$ cat config.mk
export PLATFORM = sky130hd
export DESIGN_NAME = ping_pong_buffer_manager_top
export DESIGN_NICKNAME = d
export VERILOG_FILES = /design/src/rtl/ppbm_pkg.sv /design/src/rtl/ping_pong_buffer_manager_top.sv /design/src/rtl/ppbm_step.sv
export SDC_FILE = /design/constraint.sdc
export NUM_CORES = 1
export LEC_CHECK = 0
export ABC_AREA = 1
export BUFFER_PORTS_ARGS = -buffer_cell sky130_fd_sc_hd__buf_2
export CORE_AREA = 2 2 279 281
export DETAILED_ROUTE_END_ITERATION = 6
export DIE_AREA = 0 0 281 283
export GPL_ROUTABILITY_DRIVEN = 0
export SYNTH_ARGS = -nofsm -noshare
export SYNTH_HDL_FRONTEND = slang
export SYNTH_HIERARCHICAL = 1
export SYNTH_SLANG_ARGS = --single-unit
export TNS_END_PERCENT = 5
$ cat constraint.sdc
create_clock -name clk_i -period 7.9 [get_ports clk_i]
set_clock_uncertainty 0.2 [all_clocks]
set_input_delay 1.58 -clock clk_i [delete_from_list [all_inputs] [get_ports clk_i]]
set_output_delay 1.58 -clock clk_i [all_outputs]
set_load 0.01 [all_outputs]
$ cat src/rtl/ppbm_pkg.sv
// Package for the ping-pong buffer manager: codes, defaults and the result record.
`default_nettype none

package ppbm_pkg;

  localparam int unsigned BufferBytesDefault = 65536;
  localparam int unsigned ThresholdW         = 17;
  localparam logic [ThresholdW-1:0] ThresholdReset = 17'd61440;
  localparam int unsigned ApbDataW           = 32;
  localparam int unsigned PaddrW             = 3;
  localparam int unsigned SeqW               = 64;
  localparam int unsigned OffsetW            = 16;
  localparam int unsigned FillOutW           = 17;

  // Register word index, taken from paddr[2].
  localparam logic CfgIdxThreshold = 1'b0;

  typedef enum logic [2:0] {
    PhIdle    = 3'd0,
    PhFilling = 3'd1,
    PhReady   = 3'd2,
    PhWriting = 3'd3,
    PhSyncing = 3'd4
  } phase_e;

  typedef enum logic [2:0] {
    StOk         = 3'd0,
    StTooLarge   = 3'd1,
    StBusy       = 3'd2,
    StRetry      = 3'd3,
    StNoneReady  = 3'd4,
    StWrongState = 3'd5
  } status_e;

  typedef enum logic [2:0] {
    KindAcquire   = 3'd0,
    KindFlush     = 3'd1,
    KindClaim     = 3'd2,
    KindWriteDone = 3'd3,
    KindRelease   = 3'd4,
    KindSwitch    = 3'd5
  } kind_e;

  typedef struct packed {
    status_e               status;
    logic [OffsetW-1:0]    byte_offset;
    logic                  buffer_index;
    logic [FillOutW-1:0]   active_fill;
    logic [SeqW-1:0]       active_sequence;
  } result_t;

endpackage

`default_nettype wire

$ cat src/rtl/ping_pong_buffer_manager_top.sv
// Ping-pong buffer manager: two buffers shared by a producer and a flushing consumer.
//
// Input channel (in_valid_i / in_stall_o) carries one operation per transaction:
// kind_i, request_bytes_i, buffer_select_i. Output channel (out_valid_o /
// out_stall_i) returns exactly one result transaction per operation.
// A transaction moves when valid is high and stall is low at a rising edge.
// State updates at the accepting edge, and the result is loaded into the output
// register at that same edge. Throughput is one operation per cycle while the
// receiver does not stall, set by the single result register behind the
// combinational step logic.
// When the receiver stalls, the result holds and in_stall_o rises only while
// the output register is full and stalled; otherwise input is taken every cycle.
// Reset (rst_ni low, asynchronous) puts both buffers in idle with zero fill and
// sequence, selects buffer zero, sets flush_threshold to 61440 and empties the
// output register. No clearing pass is needed.
// The APB port holds flush_threshold at byte address 0; pready is always high.
`default_nettype none

module ping_pong_buffer_manager_top
  import ppbm_pkg::*;
#(
  parameter int unsigned BUFFER_BYTES = BufferBytesDefault
) (
  input  logic                clk_i,
  input  logic                rst_ni,
  // operation channel
  input  logic                in_valid_i,
  output logic                in_stall_o,
  input  logic [2:0]          kind_i,
  input  logic [16:0]         request_bytes_i,
  input  logic                buffer_select_i,
  // result channel
  output logic                out_valid_o,
  input  logic                out_stall_i,
  output logic [2:0]          status_o,
  output logic [OffsetW-1:0]  byte_offset_o,
  output logic                buffer_index_o,
  output logic [FillOutW-1:0] active_fill_o,
  output logic [SeqW-1:0]     active_sequence_o,
  // configuration
  input  logic                psel,
  input  logic                penable,
  input  logic                pwrite,
  input  logic [PaddrW-1:0]   paddr,
  input  logic [ApbDataW-1:0] pwdata,
  output logic [ApbDataW-1:0] prdata,
  output logic                pready
);

  localparam int unsigned FillW = $clog2(BUFFER_BYTES + 1);

  logic [ThresholdW-1:0] threshold_q;
  phase_e                phase_q [2];
  phase_e                phase_d [2];
  logic [FillW-1:0]      fill_q [2];
  logic [FillW-1:0]      fill_d [2];
  logic [SeqW-1:0]       seq_q [2];
  logic [SeqW-1:0]       seq_d [2];
  logic [SeqW-1:0]       next_seq_q;
  logic [SeqW-1:0]       next_seq_d;
  logic                  active_q;
  logic                  active_d;
  result_t               result_d;
  result_t               result_q;
  logic                  out_valid_q;
  logic                  in_accept;
  logic                  cfg_write;

  assign pready     = 1'b1;
  assign cfg_write  = psel && penable && pwrite && pready;
  assign prdata     = (paddr[2] == CfgIdxThreshold) ? ApbDataW'(threshold_q) : '0;

  assign in_stall_o = out_valid_q && out_stall_i;
  assign in_accept  = in_valid_i && !in_stall_o;

  always_ff @(posedge clk_i or negedge rst_ni) begin
    if (!rst_ni) begin
      threshold_q <= ThresholdReset;
    end else if (cfg_write && paddr[2] == CfgIdxThreshold) begin
      threshold_q <= pwdata[ThresholdW-1:0];
    end
  end

  ppbm_step #(
    .BUFFER_BYTES(BUFFER_BYTES)
  ) u_step (
    .kind_i          (kind_i),
    .request_bytes_i (request_bytes_i),
    .buffer_select_i (buffer_select_i),
    .threshold_i     (threshold_q),
    .phase_q_i       (phase_q),
    .fill_q_i        (fill_q),
    .seq_q_i         (seq_q),
    .next_seq_q_i    (next_seq_q),
    .active_q_i      (active_q),
    .phase_d_o       (phase_d),
    .fill_d_o        (fill_d),
    .seq_d_o         (seq_d),
    .next_seq_d_o    (next_seq_d),
    .active_d_o      (active_d),
    .result_o        (result_d)
  );

  always_ff @(posedge clk_i or negedge rst_ni) begin
    if (!rst_ni) begin
      phase_q    <= '{PhIdle, PhIdle};
      fill_q     <= '{'0, '0};
      seq_q      <= '{'0, '0};
      next_seq_q <= '0;
      active_q   <= 1'b0;
    end else if (in_accept) begin
      phase_q    <= phase_d;
      fill_q     <= fill_d;
      seq_q      <= seq_d;
      next_seq_q <= next_seq_d;
      active_q   <= active_d;
    end
  end

  // Output register: load on accept, drop once the receiver takes it.
  always_ff @(posedge clk_i or negedge rst_ni) begin
    if (!rst_ni) begin
      out_valid_q <= 1'b0;
    end else if (in_accept) begin
      out_valid_q <= 1'b1;
    end else if (!out_stall_i) begin
      out_valid_q <= 1'b0;
    end
  end

  always_ff @(posedge clk_i) begin
    if (in_accept) begin
      result_q <= result_d;
    end
  end

  assign out_valid_o       = out_valid_q;
  assign status_o          = result_q.status;
  assign byte_offset_o     = result_q.byte_offset;
  assign buffer_index_o    = result_q.buffer_index;
  assign active_fill_o     = result_q.active_fill;
  assign active_sequence_o = result_q.active_sequence;

endmodule

`default_nettype wire

$ cat src/rtl/ppbm_step.sv
// Next-state and result logic for one ping-pong buffer transaction.
`default_nettype none

module ppbm_step
  import ppbm_pkg::*;
#(
  parameter int unsigned BUFFER_BYTES = BufferBytesDefault,
  localparam int unsigned FillW = $clog2(BUFFER_BYTES + 1)
) (
  input  logic [2:0]            kind_i,
  input  logic [16:0]           request_bytes_i,
  input  logic                  buffer_select_i,
  input  logic [ThresholdW-1:0] threshold_i,
  input  phase_e                phase_q_i [2],
  input  logic [FillW-1:0]      fill_q_i [2],
  input  logic [SeqW-1:0]       seq_q_i [2],
  input  logic [SeqW-1:0]       next_seq_q_i,
  input  logic                  active_q_i,
  output phase_e                phase_d_o [2],
  output logic [FillW-1:0]      fill_d_o [2],
  output logic [SeqW-1:0]       seq_d_o [2],
  output logic [SeqW-1:0]       next_seq_d_o,
  output logic                  active_d_o,
  output result_t               result_o
);

  localparam int unsigned CmpW = ((FillW > ThresholdW) ? FillW : ThresholdW) + 1;
  localparam logic [CmpW-1:0] BufBytes = CmpW'(BUFFER_BYTES);

  logic            cur;
  logic            nxt;
  logic [CmpW-1:0] thr_ext;
  logic [CmpW-1:0] thr_eff;
  logic [CmpW-1:0] req_ext;
  logic [CmpW-1:0] sum;
  logic            take_other;
  logic            claimed;
  logic            claim_idx;
  status_e         status;
  logic [OffsetW-1:0] offset;

  assign cur     = active_q_i;
  assign nxt     = ~active_q_i;
  assign thr_ext = CmpW'(threshold_i);
  assign thr_eff = (thr_ext > BufBytes) ? BufBytes : thr_ext;
  assign req_ext = CmpW'(request_bytes_i);
  assign sum     = CmpW'(fill_q_i[cur]) + req_ext;

  always_comb begin
    phase_d_o    = phase_q_i;
    fill_d_o     = fill_q_i;
    seq_d_o      = seq_q_i;
    next_seq_d_o = next_seq_q_i;
    active_d_o   = active_q_i;
    status       = StOk;
    offset       = '0;
    claimed      = 1'b0;
    claim_idx    = 1'b0;
    take_other   = 1'b0;

    unique case (kind_i)
      KindAcquire: begin
        if (req_ext > BufBytes) begin
          status = StTooLarge;
        end else if (phase_q_i[cur] != PhIdle && phase_q_i[cur] != PhFilling) begin
          status = StBusy;
        end else if (sum > thr_eff) begin
          // Mark full and try to hand over; retry is answered either way.
          phase_d_o[cur] = PhReady;
          take_other     = (phase_q_i[nxt] == PhIdle);
          status         = StRetry;
        end else begin
          phase_d_o[cur] = PhFilling;
          offset         = OffsetW'(fill_q_i[cur]);
          fill_d_o[cur]  = FillW'(sum);
        end
      end
      KindFlush: begin
        if (fill_q_i[cur] != '0) begin
          if (phase_q_i[cur] == PhFilling) begin
            phase_d_o[cur] = PhReady;
          end else begin
            status = StWrongState;
          end
        end
      end
      KindClaim: begin
        priority if (phase_q_i[0] == PhReady) begin
          claimed   = 1'b1;
          claim_idx = 1'b0;
        end else if (phase_q_i[1] == PhReady) begin
          claimed   = 1'b1;
          claim_idx = 1'b1;
        end else begin
          status = StNoneReady;
        end
        if (claimed) begin
          phase_d_o[claim_idx] = PhWriting;
        end
      end
      KindWriteDone: begin
        if (phase_q_i[buffer_select_i] == PhWriting) begin
          phase_d_o[buffer_select_i] = PhSyncing;
        end else begin
          status = StWrongState;
        end
      end
      KindRelease: begin
        if (phase_q_i[buffer_select_i] == PhSyncing) begin
          phase_d_o[buffer_select_i] = PhIdle;
          fill_d_o[buffer_select_i]  = '0;
        end else begin
          status = StWrongState;
        end
      end
      KindSwitch: begin
        if (phase_q_i[cur] == PhIdle) begin
          status = StWrongState;
        end else begin
          if (phase_q_i[cur] == PhFilling) begin
            phase_d_o[cur] = PhReady;
          end
          if (phase_q_i[nxt] == PhIdle) begin
            take_other = 1'b1;
          end else begin
            status = StBusy;
          end
        end
      end
      default: begin
        status = StWrongState;
      end
    endcase

    // Activate the other buffer and stamp it with the next sequence number.
    if (take_other) begin
      phase_d_o[nxt] = PhFilling;
      active_d_o     = nxt;
      seq_d_o[nxt]   = next_seq_q_i;
      next_seq_d_o   = next_seq_q_i + SeqW'(1);
    end
  end

  always_comb begin
    result_o.status          = status;
    result_o.byte_offset     = offset;
    result_o.buffer_index    = claimed ? claim_idx : active_d_o;
    result_o.active_fill     = FillOutW'(fill_d_o[active_d_o]);
    result_o.active_sequence = seq_d_o[active_d_o];
  end

endmodule

`default_nettype wire

# --- After elaboration in Yosys (flattened, before gate mapping) ---
# Index checks and enable logic that the tools add are counted.
classes:
  add_sub_neg: 2
  n_lt_le_gt_ge: 12
  eq_ne: 12
  mux: 82
  bitwise_logic: 27
  n_reduce_logical: 18
ops:
  columns: ["operator", "count"]
  rows:
  - ["$mux W64", 4]
  - ["$mux W17", 10]
  - ["$mux W34", 4]
  - ["$bwmux W128", 1]
  - ["$mux W128", 1]
  - ["$pmux W34 S2", 1]
  - ["$mux W3", 22]
  - ["$add A64 B1 Y64 const B", 1]
  - ["$demux W64 S1", 1]
  - ["$mux W6", 10]
  - ["$pmux W6 S6", 1]
  - ["$and A34 B34 Y34", 1]
  - ["$bwmux W34", 1]
  - ["$demux W17 S1", 2]
  - ["$gt A17 B17 Y1 const B", 2]
  - ["$not A34 Y34", 1]
  - ["$add A17 B17 Y18", 1]
  - ["$gt A18 B18 Y1", 1]
  - ["$pmux W3 S6", 1]
  - ["$reduce_bool A17 Y1", 1]
  - ["$and A4 B4 Y4", 4]
  - ["$mux W1", 16]
  - ["$not A4 Y4", 4]
  - ["$eq A3 B2 Y1 const B", 5]
  - ["23 further kinds", 57]
totals:
  reg_bits: 352
  input_bits: 63
  out_inout_bits: 136

# --- Longest topological paths before layout ---
logic_depth:
  depth_word: 15
  depth_mapped: 36

# --- Hierarchy ---
# Netlist, hierarchy kept.
by_module_without_submodules:
  columns: ["mod", "instances", "cells_each", "area_per_inst_um2"]
  rows:
  - ["ping_pong_buffer_manager_top", 1, 1219, 12792.3]
  - ["ppbm_step", 1, 2154, 9953.3]

# --- Worst setup path before layout ---
# Ideal clock, no wire load.
synth_timing:
  path_type: "input -> register"
  from: "input request_bytes_i[0]"
  to: "register result_q (netlist bit active_sequence_o[60]) (data pin)"
  setup_ns: 0.252
  arrival_ns: 4.936
  required_ns: 7.448
  setup_slack_ns: 2.512
  path_stages: 29
  cell_sequence: "ha_1 -> inv_1 -> fa_1 -> o21a_1 -> o21ai_0 -> nand2_1 -> nand2_1 -> nand2_1 -> nand2_1 -> xor2_1 -> inv_1 -> ha_1 -> nand2_1 -> nor3_2 -> nand2_1 -> nand2_1 -> nand2_1 -> nand2_1 -> nand2_1 -> nand3_4 -> nand3_2 -> nand2_4 -> nand2_4 -> nand2_1 -> nand2_1 -> buf_4 -> buf_2 -> nand2_1 -> nand2_1"
synth_rtl:
  columns: ["element", "line_no", "rtl"]
  rows:
  - ["start: declaration", "ping_pong_buffer_manager_top.sv:30", "input logic [16:0] request_bytes_i,"]
  - ["end signal: assignment", "ping_pong_buffer_manager_top.sv:133", "result_q <= result_d;"]
  - ["end: declaration", "ping_pong_buffer_manager_top.sv:64", "result_t result_q;"]

==> results.md <==
Outcome:
- The flow ran to the end, and the final reports show no timing, DRC or antenna violations.

STA:
- Of the available clock period, the critical path in the final layout requires 84.2%.
- Setup violations remaining at the end of the flow were counted as 0.
- The sum of negative setup slack is 0 ns.
- Setup repair after global routing left no endpoint under its margin.
- Headroom to the max-slew limit came out at 24.6%.
- The number of hold-slack violations in the final timing report is 0.
- The fmax is 0.150 GHz.
- Counting I/O delays and the setup requirement, the final critical path takes 6.65 ns.
- The max-slew violation count is 0.
- For the pin with the worst max-slew slack, the measured transition is around 1.1 ns.

Synthesis:
- The number of flops mapped to enable cells by yosys is ~100.
- sky130_fd_sc_hd__nand2_1 takes more of the synthesized area than any other cell.
- In the synthesized netlist, the number of instances is between 3000 and 4000.
- For this run, the number of Yosys warnings is 6.
- The share of the synthesized area in the top cell type is 28.4%.
- For this run, the register share of the synthesized area comes to 41.0%.
- In the synthesized netlist the dominant register cell turns out to be sky130_fd_sc_hd__dfrtp_1.
- In the synthesized netlist, the cells that appear most often are 1721 x sky130_fd_sc_hd__nand2_1, 247 x sky130_fd_sc_hd__dfrtp_1, 218 x sky130_fd_sc_hd__o21ai_0.
- The cell area after synthesis is 22700 sq um.
- The mean instance size in the synthesized netlist is ~6.7 sq um.
- The number of library cell types mapped by synthesis is 54.
- The number of synthesized register bits is 352.
- Counting flops with an async set or reset pin after synthesis yields a share of 71.3%.
- Sorting the synthesized cells by area gives the leading types as sky130_fd_sc_hd__nand2_1 28%, sky130_fd_sc_hd__dfrtp_1 27%, sky130_fd_sc_hd__edfxtp_1 13%.
- The most frequent cell after synthesis is sky130_fd_sc_hd__nand2_1.

Critical path:
- On the worst path, the slowest cell contributes a delay of 0.69 ns.
- The data required time of the worst path is 8.15 ns.
- The worst path arrival time is about 7 ns.
- The type of element capturing the critical path is a flip-flop.
- The master of the slowest instance on the critical path is sky130_fd_sc_hd__dfrtp_4.
- STA classifies the critical path startpoint as a flip-flop.
- Among the stages of the critical path, the cell type that occurs most often is sky130_fd_sc_hd__nand2_1.
- The start-to-end type of the worst setup path is flip-flop to flip-flop.
- The maximum fanout count along the critical path is between 60 and 70.

Global routing:
- The number of global-route vias before repair is 19400.
- The pin count of the biggest net entering global routing is between 100 and 150.
- The global-route wire length before repair is 108000 microns.
- The total global routing track utilization is between 10% and 20%.
- The total congestion overflow is 0.
- The initial antenna violation count is 5.

Finish:
- Cells with a size suffix above 1 make up about 8.6% of the layout.
- For this run, the share of the core covered by cells in the final layout is 33.5%.
- The number of nets in the layout is 3532.
- The area growth from synthesis to layout is 13.0%.

Clocking:
- The number of hold buffers added after CTS was 0.
- The number of setup buffers added after CTS is 0.
- For the worst-skew pair, the clock arrives at the later sink with an insertion delay of 0.59 ns.
- The TritonCTS clock tree is done.
- Clock-pin slew was measured on the worst setup and hold paths at 0.06 ns.
- The CTS root buffer is sky130_fd_sc_hd__clkbuf_16.
- The H-tree generated during clock tree synthesis spans 2 levels.
- The number of clock sinks is 352.
- The total of cells resized after clock tree synthesis is 0.
- The number of buffers created by CTS is 44.
- In this run the deepest clock path goes through 3 buffers.

Floorplan:
- Pin placement for this block handled 199 I/O pins.
- The die covers 79500 sq um.
- The region available for standard cell placement spans 76700 sq um.
- The initial utilization of the core area, before any placement, comes to 29.7%.
- The x dimension of the die is 281 microns.
- The number of cell rows is between 100 and 150.
- The die is 283 microns tall.

Drt:
- In the detailed route, the total length drawn on met2 is 31300 microns.
- The sum of routed wire segments on met1 is 31000 microns.
- The final routed DRC violation total is 0.
- The count of nets left with antenna violations once routing finished came out at 0.
- The sum of routed wire length over all layers is 67500 microns.
- For this block, the initial DRC count from the detailed router was ~1700.
- The final routed wire length divided by cell count is 14.9 microns.
- The pre-antenna-repair detailed-routing pass consisted of 5 iterations.
- The met3 wirelength from detailed routing is 3260 microns.
- The via count is 21200.
- The highest metal layer with signal wires is met4.
- The number of vias per cell after detailed routing is 4.71.

Run:
- The number of violations of the max-capacitance limit is 0.

Power:
- The static power due to leakage is 12.5 nW.
- The worst-case IR drop observed on VDD is 198 uV.
- Dividing total power by cell area gives a power density of 343 nW/um^2.
- Summing internal, switching and leakage power gives ~8.8 mW.

Placed design:
- The placed wire-length estimate is roughly 44000 microns.
- The number of I/O port buffers is approximately 170.

Hold path:
- The path type of the worst min-delay path is flip-flop to flip-flop.
[path summary, 6_finish.rpt]
path	from	to	slack, ns	cells past startpoint
hold / removal	threshold_q[12]	threshold_q[12]	0.28	2
min in group asynchronous	rst_ni	threshold_q[1]	0.75	1
setup / recovery	active_q	active_sequence_o[22]	1.25	31
max in group asynchronous	rst_ni	next_seq_q[18]	5.49	2
setup reg to reg	active_q	active_sequence_o[22]	1.25	31
hold reg to reg	threshold_q[12]	threshold_q[12]	0.28	2
[logic make-up after synthesis]
family                   after synthesis  synth area share (%)
XOR/XNOR                              70                  2.70
AND/OR/NAND/NOR                     2189                  38.6
buffers and inverters                409                  8.26
AO/OA/AOI/OAI                        315                  7.39
adder cells (fa/ha/maj)               36                  2.01
other                                  2                0.0330
flip-flops                           352                  41.0
[flip-flops by register name (all words and copies together), names as in the netlist]
name               flops
phase_q                6
next_seq_q            64
seq_q                128
active_fill_o         17
buffer_index_o         1
byte_offset_o         16
active_sequence_o     64
active_q               1
threshold_q           17
status_o               3
fill_q                34
out_valid_o            1
[power breakdown]
group | internal (mW) | leakage (nW) | total (mW) | switching (mW)
Combinational | 1.11 | 7.35 | 3.95 | 2.83
Clock | 1.30 | 0.768 | 2.16 | 0.861
Sequential | 2.36 | 4.43 | 2.72 | 0.364
[metal layers]
| metal | track usage (%) | up-vias |
|---|---|---|
| met2 | 27.2 | 483 |
| met4 | 4.67 | 0 |
| met5 | 0 | - |
| li1 | - | 10800 |
| met1 | 22.9 | 9896 |
| met3 | 2.29 | 103 |
[critical path: cells and delay by family, from the launching register on]
family,cells,cell delay [ns]
XOR/XNOR,1,0.41
adder cells (fa/ha/maj),3,0.87
AO/OA/AOI/OAI,4,1.08
AND/OR/NAND/NOR,18,1.78
flip-flops,1,0.69
buffers and inverters,5,1.36
[cell type report]
class                           count  area [sq um]
Fill cell                        8289         51000
Multi-Input combinational cell   2626         11600
Sequential cell                   352          9320
Clock buffer                       63          1320
Tap cell                         1040          1300
Timing Repair Buffer              189          1050
Inverter                          220           840
Clock inverter                     18           234
Antenna cell                        5          12.5
[metrics by stage]
step / area (sq um) / hold slack [ns] / std cells / setup WS, ns
after global placement: 24100 / 0.262 / 4427 / 0.869
after detailed placement: 24100 / 0.265 / 4427 / 0.856
final: 25700 / 0.281 / 4513 / 1.25
after global routing: 25700 / 0.304 / 4510 / 0.757
after floorplan: 22800 / 0.247 / 3387 / 2.51
after CTS: 25700 / 0.281 / 4508 / 1.32
[cells in the final DEF, fill, tap and decap left out, types with 7 or more instances in the layout]
cell and instances:
sky130_fd_sc_hd__clkbuf_1 7, sky130_fd_sc_hd__nand3_1 207, sky130_fd_sc_hd__nor3_1 44, sky130_fd_sc_hd__nor4_1 18, sky130_fd_sc_hd__o21ai_1 39, sky130_fd_sc_hd__nor2_1 146
sky130_fd_sc_hd__buf_4 21, sky130_fd_sc_hd__conb_1 16, sky130_fd_sc_hd__clkinv_2 9, sky130_fd_sc_hd__xor2_1 65, sky130_fd_sc_hd__nand2_1 1719, sky130_fd_sc_hd__nand4_1 29
sky130_fd_sc_hd__a21oi_1 28, sky130_fd_sc_hd__edfxtp_1 101, sky130_fd_sc_hd__o21a_1 8, sky130_fd_sc_hd__clkbuf_16 46, sky130_fd_sc_hd__dfrtp_1 246, sky130_fd_sc_hd__clkbuf_8 10
sky130_fd_sc_hd__ha_1 35, sky130_fd_sc_hd__o21ai_0 218, sky130_fd_sc_hd__inv_1 211, sky130_fd_sc_hd__buf_2 164
Note: power is estimated with default switching activity, not from simulation.
